### src/rtl/spl_pkg.sv
// Package for the shard placement scheduler: codes, defaults and the queue entry type.
package spl_pkg;

    localparam int DEF_MAX_PEERS  = 16;
    localparam int DEF_MAX_SHARDS = 64;
    localparam int DEF_NUM_TYPES  = 8;

    localparam int QUEUE_DEPTH = 2;

    localparam logic OP_LOAD  = 1'b0;
    localparam logic OP_SCHED = 1'b1;

    localparam logic [1:0] PS_NONE   = 2'd0;
    localparam logic [1:0] PS_FOLLOW = 2'd1;
    localparam logic [1:0] PS_LEAD   = 2'd2;
    localparam logic [1:0] PS_SPARE  = 2'd3;

    localparam logic REG_MIN_ALIVE = 1'b0;
    localparam logic REG_USE_MASK  = 1'b1;

    typedef struct packed {
        logic       opcode;
        logic       first;
        logic [1:0] pstate;
        logic [2:0] wtype;
        logic [6:0] count;
        logic       allowed;
    } t_entry;

endpackage

### src/rtl/spl_front.sv
// Front end: accepts input items, classifies them and pushes them into the queue.
module spl_front
    import spl_pkg::*;
#(
    parameter int MAX_SHARDS = DEF_MAX_SHARDS,
    parameter int NUM_TYPES  = DEF_NUM_TYPES
) (
    input  logic        i_s_valid,
    input  logic [15:0] i_s_data,
    input  logic        i_s_user,
    input  logic [7:0]  i_use_mask,
    input  logic        i_q_full,
    output logic        o_s_ready,
    output logic        o_push,
    output t_entry      o_entry
);

    logic [6:0] w_count;
    logic [2:0] w_type;

    assign w_count = i_s_data[12:6];
    assign w_type  = i_s_data[5:3];

    assign o_s_ready = !i_q_full;

    always_comb begin
        o_entry.opcode  = i_s_user;
        o_entry.first   = i_s_data[0];
        o_entry.pstate  = i_s_data[2:1];
        o_entry.wtype   = w_type;
        o_entry.count   = (w_count > 7'(MAX_SHARDS)) ? 7'(MAX_SHARDS) : w_count;
        o_entry.allowed = (32'(w_type) < NUM_TYPES) && i_use_mask[w_type];
    end

    // zero-shard schedules are dropped here
    assign o_push = i_s_valid && !i_q_full && (i_s_user == OP_LOAD || w_count != 7'd0);

endmodule

### src/rtl/spl_queue.sv
// Short queue of classified items between the front and back ends.
module spl_queue
    import spl_pkg::*;
(
    input  logic   i_clk,
    input  logic   i_rst_n,
    input  logic   i_push,
    input  t_entry i_entry,
    input  logic   i_pop,
    output logic   o_full,
    output logic   o_valid,
    output t_entry o_entry
);

    localparam int AW = (QUEUE_DEPTH > 1) ? $clog2(QUEUE_DEPTH) : 1;
    localparam int NW = $clog2(QUEUE_DEPTH + 1);

    t_entry          r_mem [QUEUE_DEPTH];
    logic [AW-1:0]   r_wr;
    logic [AW-1:0]   r_rd;
    logic [NW-1:0]   r_cnt;
    logic            w_push;
    logic            w_pop;

    assign o_full  = (r_cnt == NW'(QUEUE_DEPTH));
    assign o_valid = (r_cnt != '0);
    assign o_entry = r_mem[r_rd];
    assign w_push  = i_push && !o_full;
    assign w_pop   = i_pop && o_valid;

    always_ff @(posedge i_clk) begin
        if (w_push) begin
            r_mem[r_wr] <= i_entry;
        end
    end

    always_ff @(posedge i_clk) begin
        if (!i_rst_n) begin
            r_wr  <= '0;
            r_rd  <= '0;
            r_cnt <= '0;
        end else begin
            if (w_push) begin
                r_wr <= (32'(r_wr) == QUEUE_DEPTH - 1) ? '0 : AW'(r_wr + 1'b1);
            end
            if (w_pop) begin
                r_rd <= (32'(r_rd) == QUEUE_DEPTH - 1) ? '0 : AW'(r_rd + 1'b1);
            end
            if (w_push && !w_pop) begin
                r_cnt <= NW'(r_cnt + 1'b1);
            end else if (w_pop && !w_push) begin
                r_cnt <= NW'(r_cnt - 1'b1);
            end
        end
    end

endmodule

### src/rtl/spl_back.sv
// Back end: holds the peer tables, applies loads and steps through the shards of a schedule.
module spl_back
    import spl_pkg::*;
#(
    parameter int MAX_PEERS  = DEF_MAX_PEERS,
    parameter int MAX_SHARDS = DEF_MAX_SHARDS
) (
    input  logic        i_clk,
    input  logic        i_rst_n,
    input  logic [4:0]  i_min_alive,
    input  logic        i_q_valid,
    input  t_entry      i_q_entry,
    output logic        o_q_pop,
    input  logic        i_m_ready,
    output logic        o_m_valid,
    output logic [2:0]  o_m_type,
    output logic [5:0]  o_m_shard,
    output logic [3:0]  o_m_peer,
    output logic        o_m_nop,
    output logic        o_m_last
);

    localparam int PW = (MAX_PEERS > 1) ? $clog2(MAX_PEERS) : 1;
    localparam int CW = $clog2(MAX_PEERS + 1);
    localparam int SW = $clog2(MAX_SHARDS + 1);

    typedef enum logic [1:0] {
        S_IDLE,
        S_READ,
        S_EMIT
    } t_state;

    t_state          r_state;
    logic [CW-1:0]   r_nl_cnt;
    logic [CW-1:0]   r_al_cnt;
    logic [CW-1:0]   r_load_cnt;
    logic [PW-1:0]   r_leader;
    logic            r_seen;
    logic [PW-1:0]   r_rot;

    logic [2:0]      r_type;
    logic [SW-1:0]   r_total;
    logic [SW-1:0]   r_shard;
    logic [PW-1:0]   r_slot;
    logic [PW-1:0]   r_aptr;
    logic            r_lead_mode;

    logic [PW-1:0]   m_nl_list  [MAX_PEERS];
    logic            m_nl_alive [MAX_PEERS];
    logic [PW-1:0]   m_al_list  [MAX_PEERS];
    logic [PW-1:0]   r_rd_nl;
    logic            r_rd_alv;
    logic [PW-1:0]   r_rd_al;

    logic            r_out_valid;
    logic [2:0]      r_out_type;
    logic [5:0]      r_out_shard;
    logic [3:0]      r_out_peer;
    logic            r_out_nop;
    logic            r_out_last;

    // load path
    logic [CW-1:0]   ld_nl;
    logic [CW-1:0]   ld_al;
    logic [CW-1:0]   ld_load;
    logic [PW-1:0]   ld_leader;
    logic            ld_seen;
    logic            ld_ok;
    logic [PW-1:0]   ld_idx;
    logic            ld_go;
    logic            we_nl;
    logic            we_al;

    // shard path
    logic            w_lead_cond;
    logic            w_last;
    logic            w_orphan;
    logic [PW-1:0]   w_slot_nx;
    logic [PW-1:0]   w_aptr_nx;
    logic [PW-1:0]   w_peer_sel;
    logic [PW+3:0]   w_peer_ext;
    logic [SW+5:0]   w_shard_ext;

    assign o_q_pop = (r_state == S_IDLE) && i_q_valid;

    always_comb begin
        ld_nl     = i_q_entry.first ? '0 : r_nl_cnt;
        ld_al     = i_q_entry.first ? '0 : r_al_cnt;
        ld_load   = i_q_entry.first ? '0 : r_load_cnt;
        ld_leader = i_q_entry.first ? '0 : r_leader;
        ld_seen   = i_q_entry.first ? 1'b0 : r_seen;
        ld_ok     = (ld_load < CW'(MAX_PEERS));
        ld_idx    = ld_load[PW-1:0];
        ld_go     = o_q_pop && (i_q_entry.opcode == OP_LOAD);
        we_nl     = ld_go && ld_ok && (i_q_entry.pstate != PS_LEAD);
        we_al     = ld_go && ld_ok && (i_q_entry.pstate == PS_FOLLOW);
    end

    always_comb begin
        w_lead_cond = !i_q_entry.allowed || (r_al_cnt == '0)
                      || (8'(r_al_cnt) < 8'(i_min_alive)) || (r_nl_cnt == '0);
        w_last      = (SW'(r_shard + 1'b1) == r_total);
        w_orphan    = !r_lead_mode && !r_rd_alv;
        w_slot_nx   = (CW'(r_slot) + 1'b1 == r_nl_cnt) ? '0 : PW'(r_slot + 1'b1);
        w_aptr_nx   = (CW'(r_aptr) + 1'b1 == r_al_cnt) ? '0 : PW'(r_aptr + 1'b1);
        if (r_lead_mode) begin
            w_peer_sel = r_seen ? r_leader : '0;
        end else begin
            w_peer_sel = r_rd_alv ? r_rd_nl : r_rd_al;
        end
        w_peer_ext  = {4'b0, w_peer_sel};
        w_shard_ext = {6'b0, r_shard};
    end

    always_ff @(posedge i_clk) begin
        if (we_nl) begin
            m_nl_list[ld_nl[PW-1:0]]  <= ld_idx;
            m_nl_alive[ld_nl[PW-1:0]] <= (i_q_entry.pstate == PS_FOLLOW);
        end
        if (we_al) begin
            m_al_list[ld_al[PW-1:0]] <= ld_idx;
        end
        r_rd_nl  <= m_nl_list[r_slot];
        r_rd_alv <= m_nl_alive[r_slot];
        r_rd_al  <= m_al_list[r_aptr];
    end

    always_ff @(posedge i_clk) begin
        if (!i_rst_n) begin
            r_state     <= S_IDLE;
            r_nl_cnt    <= '0;
            r_al_cnt    <= '0;
            r_load_cnt  <= '0;
            r_leader    <= '0;
            r_seen      <= 1'b0;
            r_rot       <= '0;
            r_type      <= '0;
            r_total     <= '0;
            r_shard     <= '0;
            r_slot      <= '0;
            r_aptr      <= '0;
            r_lead_mode <= 1'b0;
            r_out_valid <= 1'b0;
            r_out_type  <= '0;
            r_out_shard <= '0;
            r_out_peer  <= '0;
            r_out_nop   <= 1'b0;
            r_out_last  <= 1'b0;
        end else begin
            // in S_EMIT the output register is refilled whenever it drains
            if (r_out_valid && i_m_ready && r_state != S_EMIT) begin
                r_out_valid <= 1'b0;
            end
            unique case (r_state)
                S_IDLE: begin
                    if (ld_go) begin
                        r_nl_cnt   <= we_nl ? CW'(ld_nl + 1'b1) : ld_nl;
                        r_al_cnt   <= we_al ? CW'(ld_al + 1'b1) : ld_al;
                        r_load_cnt <= ld_ok ? CW'(ld_load + 1'b1) : ld_load;
                        if (ld_ok && i_q_entry.pstate == PS_LEAD) begin
                            r_leader <= ld_idx;
                            r_seen   <= 1'b1;
                        end else begin
                            r_leader <= ld_leader;
                            r_seen   <= ld_seen;
                        end
                        if (i_q_entry.first) begin
                            r_rot <= '0;
                        end
                    end else if (o_q_pop) begin
                        r_type      <= i_q_entry.wtype;
                        r_total     <= SW'(i_q_entry.count);
                        r_shard     <= '0;
                        r_slot      <= '0;
                        r_aptr      <= r_rot;
                        r_lead_mode <= w_lead_cond;
                        r_state     <= S_READ;
                    end
                end
                S_READ: begin
                    r_state <= S_EMIT;
                end
                S_EMIT: begin
                    if (!r_out_valid || i_m_ready) begin
                        r_out_valid <= 1'b1;
                        r_out_type  <= r_type;
                        r_out_shard <= w_shard_ext[5:0];
                        r_out_peer  <= w_peer_ext[3:0];
                        r_out_nop   <= r_lead_mode && !r_seen;
                        r_out_last  <= w_last;
                        r_shard     <= SW'(r_shard + 1'b1);
                        r_slot      <= w_slot_nx;
                        if (w_orphan) begin
                            r_aptr <= w_aptr_nx;
                        end
                        if (w_last) begin
                            if (!r_lead_mode) begin
                                r_rot <= w_orphan ? w_aptr_nx : r_aptr;
                            end
                            r_state <= S_IDLE;
                        end else begin
                            r_state <= S_READ;
                        end
                    end
                end
                default: r_state <= S_IDLE;
            endcase
        end
    end

    assign o_m_valid = r_out_valid;
    assign o_m_type  = r_out_type;
    assign o_m_shard = r_out_shard;
    assign o_m_peer  = r_out_peer;
    assign o_m_nop   = r_out_nop;
    assign o_m_last  = r_out_last;

endmodule

### src/rtl/shard_placement_scheduler.sv
// Top level of the shard placement scheduler: configuration registers and the front/back split.
//
// Usage:
//   Input stream (s_axis): tuser is the opcode. A load item gives one peer's state in load
//   order, with first_peer clearing the peer tables and the rotation offset first. A schedule
//   item gives a work type and its shard count and produces one placement per shard on the
//   output stream (m_axis), tlast marking the final shard.
//   APB port: register 0 at 0x0 is min_alive_followers, register 1 at 0x4 is
//   use_followers_mask. Write only while the block is idle.
// Flow:
//   Items pass a two-entry queue into the back end, which applies a load in its idle state as it
//   pops it. In a schedule every shard passes a table read state and then an output state, the
//   table memories having registered reads. Zero-shard schedules are absorbed by the front end.
// Reset and stall:
//   Synchronous reset clears the counts, leader, offset, queue and registers. If the receiver
//   holds m_axis_tready low the result stays in the output register and the back end waits;
//   the front end keeps accepting until the queue is full.
module shard_placement_scheduler
    import spl_pkg::*;
#(
    parameter int MAX_PEERS  = DEF_MAX_PEERS,
    parameter int MAX_SHARDS = DEF_MAX_SHARDS,
    parameter int NUM_TYPES  = DEF_NUM_TYPES
) (
    input  logic        i_clk,
    input  logic        i_rst_n,
    input  logic        s_axis_tvalid,
    output logic        s_axis_tready,
    // [0] first_peer, [2:1] peer_state, [5:3] type_index, [12:6] shard_count, [15:13] zero
    input  logic [15:0] s_axis_tdata,
    // [0] opcode
    input  logic        s_axis_tuser,
    output logic        m_axis_tvalid,
    input  logic        m_axis_tready,
    // [2:0] out_type, [8:3] shard_index, [12:9] peer_index, [15:13] zero
    output logic [15:0] m_axis_tdata,
    // [0] no_peer
    output logic        m_axis_tuser,
    output logic        m_axis_tlast,
    input  logic        psel,
    input  logic        penable,
    input  logic        pwrite,
    input  logic [2:0]  paddr,
    input  logic [31:0] pwdata,
    output logic [31:0] prdata,
    output logic        pready
);

    logic [4:0]  r_min_alive;
    logic [7:0]  r_use_mask;

    logic        w_push;
    t_entry      w_push_entry;
    logic        w_q_full;
    logic        w_q_valid;
    t_entry      w_q_entry;
    logic        w_q_pop;

    logic [2:0]  w_type;
    logic [5:0]  w_shard;
    logic [3:0]  w_peer;

    assign pready = 1'b1;

    always_ff @(posedge i_clk) begin
        if (!i_rst_n) begin
            r_min_alive <= '0;
            r_use_mask  <= '0;
        end else if (psel && penable && pwrite && pready) begin
            unique case (paddr[2])
                REG_MIN_ALIVE: r_min_alive <= pwdata[4:0];
                REG_USE_MASK:  r_use_mask  <= pwdata[7:0];
                default:       r_use_mask  <= r_use_mask;
            endcase
        end
    end

    always_comb begin
        unique case (paddr[2])
            REG_MIN_ALIVE: prdata = {27'b0, r_min_alive};
            REG_USE_MASK:  prdata = {24'b0, r_use_mask};
            default:       prdata = '0;
        endcase
    end

    spl_front #(
        .MAX_SHARDS (MAX_SHARDS),
        .NUM_TYPES  (NUM_TYPES)
    ) u_front (
        .i_s_valid  (s_axis_tvalid),
        .i_s_data   (s_axis_tdata),
        .i_s_user   (s_axis_tuser),
        .i_use_mask (r_use_mask),
        .i_q_full   (w_q_full),
        .o_s_ready  (s_axis_tready),
        .o_push     (w_push),
        .o_entry    (w_push_entry)
    );

    spl_queue u_queue (
        .i_clk   (i_clk),
        .i_rst_n (i_rst_n),
        .i_push  (w_push),
        .i_entry (w_push_entry),
        .i_pop   (w_q_pop),
        .o_full  (w_q_full),
        .o_valid (w_q_valid),
        .o_entry (w_q_entry)
    );

    spl_back #(
        .MAX_PEERS  (MAX_PEERS),
        .MAX_SHARDS (MAX_SHARDS)
    ) u_back (
        .i_clk       (i_clk),
        .i_rst_n     (i_rst_n),
        .i_min_alive (r_min_alive),
        .i_q_valid   (w_q_valid),
        .i_q_entry   (w_q_entry),
        .o_q_pop     (w_q_pop),
        .i_m_ready   (m_axis_tready),
        .o_m_valid   (m_axis_tvalid),
        .o_m_type    (w_type),
        .o_m_shard   (w_shard),
        .o_m_peer    (w_peer),
        .o_m_nop     (m_axis_tuser),
        .o_m_last    (m_axis_tlast)
    );

    assign m_axis_tdata = {3'b0, w_peer, w_shard, w_type};

endmodule
### config.mk
export PLATFORM = sky130hd
export DESIGN_NAME = shard_placement_scheduler
export DESIGN_NICKNAME = d
export VERILOG_FILES = /design/src/rtl/spl_pkg.sv /design/src/rtl/spl_front.sv /design/src/rtl/spl_queue.sv /design/src/rtl/spl_back.sv /design/src/rtl/shard_placement_scheduler.sv
export SDC_FILE = /design/constraint.sdc
export NUM_CORES = 1
export LEC_CHECK = 0
export ABC_AREA = 1
export ABC_CLOCK_PERIOD_IN_PS = 5900
export BUFFER_PORTS_ARGS = -buffer_cell sky130_fd_sc_hd__buf_2
export CAP_MARGIN = 40
export CORE_UTILIZATION = 55
export CTS_BUF_LIST = sky130_fd_sc_hd__clkbuf_8 sky130_fd_sc_hd__clkbuf_16
export CTS_CLUSTER_DIAMETER = 150
export DETAILED_ROUTE_END_ITERATION = 8
export PLACE_DENSITY = 0.75
export SLEW_MARGIN = 5
export SYNTH_ARGS = -nofsm -noshare
export SYNTH_HDL_FRONTEND = slang
export SYNTH_HIERARCHICAL = 1
export SYNTH_SLANG_ARGS = --single-unit
### constraint.sdc
create_clock -name i_clk -period 5.9 [get_ports i_clk]
set_input_delay 0.885 -clock i_clk [delete_from_list [all_inputs] [get_ports i_clk]]
set_output_delay 0.885 -clock i_clk [all_outputs]
set_load 0.02 [all_outputs]
### Yosys cells after proc, flatten, opt, wreduce, memory -nomap -nowiden

Memories as Yosys holds them, arrays and structs flattened. A register that Yosys moved wholly into a read port is not among the register bits.
Index checks and enable logic that the tools add are counted.

| word-level totals | value |
|---|---|
| logic and storage cells | 170 |
| RAM bits | 174 |
| input bits | 59 |
| flip-flop bits (word level) | 85 |
| output and inout bits | 53 |
| memories | 4 |

| cells by class | value |
|---|---|
| magnitude comparators | 4 |
| add/subtract/negate cells | 12 |
| equal/unequal tests | 17 |
| mux-type cells | 57 |
| bitwise gates (word level) | 4 |
| reductions and logical operators | 48 |

Memory list:

| name | depth | width | read ports | clocked after memory_dff | wr ports | line | text |
|---|---|---|---|---|---|---|---|
| u_back.m_al_list | 16 | 4 | 1 | 1 | 1 | spl_back.sv:50 | `logic [PW-1:0] m_al_list [MAX_PEERS];` |
| u_back.m_nl_list | 16 | 4 | 1 | 1 | 1 | spl_back.sv:48 | `logic [PW-1:0] m_nl_list [MAX_PEERS];` |
| u_queue.r_mem | 2 | 15 | 1 | 1 | 1 | spl_queue.sv:18 | `t_entry r_mem [QUEUE_DEPTH];` |
| u_back.m_nl_alive | 16 | 1 | 1 | 1 | 1 | spl_back.sv:49 | `logic m_nl_alive [MAX_PEERS];` |

Operators by type and width:

| operator | number |
|---|---|
| 2-to-1 mux 4 bit | 18 |
| one-hot mux 32 bit (2 select lines) | 1 |
| 2-to-1 mux 5 bit | 6 |
| 2-to-1 mux 7 bit | 4 |
| one-hot mux 4 bit (2 select lines) | 3 |
| logical AND 1 bit | 18 |
| 2-to-1 mux 1 bit | 17 |
| adder 5 x 1 -> 5 bit, second input constant | 3 |
| one-hot mux 7 bit (2 select lines) | 1 |
| adder 4 x 1 -> 5 bit, second input constant | 2 |
| == test 5 bit | 2 |
| zero test 5 bit | 2 |
| 2-to-1 mux 2 bit | 5 |
| != test 2 x 1 -> 1 bit, second input constant | 5 |
| AND reduction 3 bit | 3 |
| adder 4 x 1 -> 4 bit, second input constant | 2 |
| zero test 1 bit | 8 |
| != test 2 bit, second input constant | 4 |
| AND reduction 2 bit | 4 |
| nonzero test 2 bit | 4 |
| adder 7 x 1 -> 7 bit, second input constant | 1 |
| == test 7 bit | 1 |
| greater-than comparator 7 bit, second input constant | 1 |
| nonzero test 7 bit | 1 |
| other kinds (15) | 26 |

### Longest topological paths before layout

| logic depth | value |
|---|---|
| depth after elaboration | 9 |
| gate-level depth with buffers | 15 |
| mapped depth without buffers | 15 |

### Cells and area by module

The synthesis kept the hierarchy.

Modules (own cells, without submodules):

| module | times used | seq. area each (um^2) | area an instance (um^2) | cells an instance |
|---|---|---|---|---|
| spl_back | 1 | 5,865.6 | 9,541.7 | 943 |
| spl_queue | 1 | 1,001.0 | 1,383.8 | 84 |
| shard_placement_scheduler | 1 | 260.2 | 909.6 | 136 |
| spl_front | 1 | 0.0 | 257.7 | 60 |

### Worst setup path after synthesis

OpenSTA, ideal clock, no wires.

| path | value |
|---|---|
| kind | register -> register |
| start | reg (tool-made name) |
| end | reg u_back.r_load_cnt[1] |
| data arrival time | 2,532 ps |
| path buffers | 3 |
| clock period less this slack | 2,651 ps |
| path slack | 3,249 ps |
| library setup time | 119 ps |
| stages on the path, launching flop included | 9 |
| data required time | 5,781 ps |
| cells stage by stage | dfxtp_1 buf_6 buf_12 mux2_4 clkbuf_1 nor2_1 ha_1 o21ai_0 a21oi_1 |

RTL lines:

| element | line | text |
|---|---|---|
| end signal, assigned | spl_back.sv:159 | `r_load_cnt <= ld_ok ? CW'(ld_load + 1'b1) : ld_load;` |
| end, declared | spl_back.sv:36 | `logic [CW-1:0] r_load_cnt;` |

==> key figures <==
Pwr
  – Leakage: 5.05 nW
  – Max rail drop VDD: between 300 and 400 µV
  – Sw frac: 0.324
  – Power per cell area: 399 nW/µm²
  – Clock Power Share: 0.299
  – Sequential Power Share: 0.451
  – Comb power frac: 0.251
  – Total chip power: approximately 5.3 mW
  – Switching pwr: 1.71 mW
  – Internal: 3.58 mW

Synthesis
  – Yosys warns: 6
  – Mux share of post-synthesis cell area: 0.0386
  – Seq/Total Area, Yosys: 0.589
  – Asr flop ratio synth: 0
  – EDFF count, synth: 174
  – Synth top cells by count: 205 x nor2_1, 174 x edfxtp_1, 168 x nand2_1
  – Post-synth top area share: 0.432
  – Cell variety after synth: 47
  – Largest family of logic cells by synthesized area: simple AND/OR/NAND/NOR gates
  – Netlist Area Pre-Place: about 12000 µm²
  – Post-Synth XOR/XNOR Area: 0.00435
  – Synth Instances: 1223
  – Adder-Cell Fraction of Synth Area: 0.0176
  – Synth Area in Compound Gates: 0.0989
  – Largest area contributor in the netlist: edfxtp_1
  – Primary FF master, synth: edfxtp_1
  – Top post-synthesis cells by area: edfxtp_1 43%, dfxtp_1 16%, nor2_1 6.4%
  – Flops & latches, synth: 269
  – Most common cell in the netlist: nor2_1
  – Avg Inst Size Synth: 9.89 µm²
  – Synth Area in Simple Gates: 0.171

Global route
  – Antenna violations before repair: 0
  – First-pass GRT wire length: 39400 µm
  – Largest net degree at the start of global routing: 65
  – Global Route Usage Sum: 0.223
  – Vias in the first global route: 7990
  – Grt ovf: 0

Timing
  – Pins Over Slew Limit: 0
  – Relative slew slack: 0.439
  – Unrepaired setup endpoints after global routing: false
  – Post-route clock period utilization: 0.551
  – Worst slew pin tran: between 0.8 and 0.9 ns
  – Final hold violation count: 0
  – Fmax: approximately 300 MHz
  – Max Clock Skew: 0.00781 ns
  – Setup Viol. Count Final: 0
  – Setup TNS: 0 ns
  – Crit path time final: 3.25 ns

Status
  – Status: completed

Die
  – Die Wd: ~150 µm
  – IO Count: 112
  – Die Area: 22600 µm²
  – Total core area: 21300 µm²
  – Chip Height: 150 µm
  – Num rows: 53
  – Starting Density: 0.568

Setup path
  – Critical Path, Cell by Cell: mux2_2, nor3_4, nand2_4, nor3_4, nand2_1, nor2_1
  – Worst EP required: 6.08 ns
  – Crit path max fanout: 15
  – Crit path max-delay family: simple AND/OR/NAND/NOR gates
  – CP max-delay cell: dfxtp_1
  – CP Capture Type: register
  – Crit path arrival time: 3.43 ns
  – Most frequent CP cell: nor3_4
  – R2r endpoint: u_back/m_al_list[13][1]$_DFFE_PP_
  – CP max stage delay: 0.86 ns
  – Buffers plus inverters on the worst setup path: 0
  – Setup crit start kind: register
  – Critical path class: register to register
  – Setup slack, reg-to-reg: around 2.7 ns
  – Worst r2r path cells: 6

Clock network
  – CTS Hold Bufs: 0
  – Post-CTS Setup Bufs: 0
  – CTS Root Cell: clkbuf_16
  – # clock sinks: 269
  – Clock transition at path regs: approximately 0.060 ns
  – Num CTS Buffers: 27
  – Max H-tree Level: 1
  – Clock latency on the worst-skew pair: between 0.5 and 0.6 ns
  – Post-CTS sizing: 0
  – CTS max path bufs: 3
  – CTS tree: done

Drt
  – M1 WL: ~11000 µm
  – WL met3: 1390 µm
  – Drt pass-1 iters: 5
  – Drt via density: between 5 and 6
  – DRC: 0
  – Detailed Route Iter0 Violations: 671
  – Routed wire length: 24500 µm
  – Via count: 8494
  – Met2 wire len: ~12000 µm
  – Max Used Layer: met4
  – Final antenna-violating net count: 0
  – Average wire per standard cell: 15.7 µm

Hold path
  – Hold depth: 2
  – Hold WC Path Type: register to register
  – HP Start: u_back/r_leader[3]$_SDFFE_PN0P_
  – Hold Path Sink: u_back/r_leader[3]$_SDFFE_PN0P_

Layout
  – NumNets Final: 1337
  – Antenna cells: 0
  – Post-route cell area: 13300 µm²
  – Post-layout util: 0.623
  – Layout cells sized above 1: 0.125
  – Finished Layout Cells: 1556
  – Area growth syn-to-layout: 9.58%
  – Filler cell count: 1721

Job
  – Number of max-cap violations: 0

Placed design
  – Port Buf Inserts: 54
  – Inst Count DP: 1507
  – Placement Cell Area: 12400 µm²
  – Placer Congestion: just over 0.8
  – Estimated wirelength of the detail-placed design: roughly 16000 µm
-- tightest hold or removal path: stages (launching register included) --
cell and delay [ns]:
dfxtp_1 0.31, nand2_1 0.06, a21oi_1 0.05
-- logic make-up after synthesis --
logic type / count (synthesis)
AND/OR/NAND/NOR: 484
adder cells (fa/ha/maj): 17
buffers and inverters: 206
AO/OA/AOI/OAI: 198
flip-flops: 269
multiplexers: 41
XOR/XNOR: 6
other: 2
-- cell usage in the layout (no fill, tap or decap), types with 3 or more instances in the layout --
| master | instances |
|---|---|
| buf_2 | 54 |
| buf_4 | 14 |
| inv_2 | 7 |
| nor2_2 | 11 |
| clkbuf_16 | 27 |
| o21ai_0 | 87 |
| clkinv_2 | 8 |
| nand4_1 | 12 |
| xnor2_1 | 3 |
| o221ai_1 | 27 |
| nand2_2 | 3 |
| clkinv_1 | 6 |
| nand2_4 | 3 |
| nor2_1 | 201 |
| a31oi_1 | 6 |
| nand3_1 | 63 |
| nor3_1 | 11 |
| mux2i_1 | 26 |
| mux2_4 | 10 |
| edfxtp_1 | 174 |
| nand2_1 | 168 |
| clkinvlp_4 | 3 |
| mux2_2 | 5 |
| xor2_1 | 3 |
| a21oi_1 | 44 |
| nor2_4 | 3 |
| o211ai_1 | 14 |
| dfxtp_1 | 95 |
| inv_1 | 114 |
| o32ai_1 | 9 |
| conb_1 | 28 |
| ha_1 | 17 |
-- through the flow --
stage          hold WS [ns]  setup WS (ns)
4_1_cts               0.467           2.67
6_report              0.465           2.65
3_3_place_gp          0.447           2.76
2_1_floorplan         0.427           3.25
3_5_place_dp          0.456           2.67
5_1_grt               0.472           2.48
-- layer usage --
layer | vias to the layer above | track usage
li1 | 4192 | -
met1 | 4007 | 0.293
met2 | 268 | 0.387
met3 | 27 | 0.0297
met4 | 0 | 0.0571
met5 | - | 0
-- layout make-up --
type / instances / area (µm²) / area share
Clock buffer: 28 / 689 / 0.0520
Clock inverter: 21 / 133 / 0.0100
Inverter: 120 / 450 / 0.0340
Multi-Input combinational cell: 774 / 4110 / 0.310
Sequential cell: 269 / 7130 / 0.538
Tap cell: 275 / 344 / 0.0260
Timing Repair Buffer: 69 / 403 / 0.0304
-- sequential cells by signal, summed over array words and instances (netlist names), 6 cells and up, named ones only --
register,count
u_back/m_nl_alive,16
u_back/r_total,7
u_queue/r_mem,30
u_back/o_m_shard,6
u_back/m_al_list,64
u_back/r_shard,7
r_use_mask,8
u_back/m_nl_list,64
-- power groups by stage --
stage / sequential [mW] / combinational [mW] / clock, mW
2_1_floorplan: 2.39 / 1.02 / 0
3_3_place_gp: 2.42 / 1.27 / 0
3_5_place_dp: 2.42 / 1.31 / 0
4_1_cts: 2.38 / 1.33 / 1.61
5_1_grt: 2.41 / 1.48 / 1.68
6_report: 2.39 / 1.33 / 1.58
-- worst max path at each step --
stage	from	endpoint	slack, ns	cells past startpoint
floorplan	register	u_back/r_load_cnt[1]$_SDFFE_PN0P_	3.25	8
finish	register	u_back/m_al_list[13][1]$_DFFE_PP_	2.65	6
global route	register	u_back/m_al_list[14][2]$_DFFE_PP_	2.48	6
global placement	register	u_back/m_al_list[9][3]$_DFFE_PP_	2.76	6
detailed placement	register	u_back/m_al_list[13][0]$_DFFE_PP_	2.67	6
CTS	register	u_back/m_al_list[13][0]$_DFFE_PP_	2.67	6
Power figures use the tool's default switching activity.
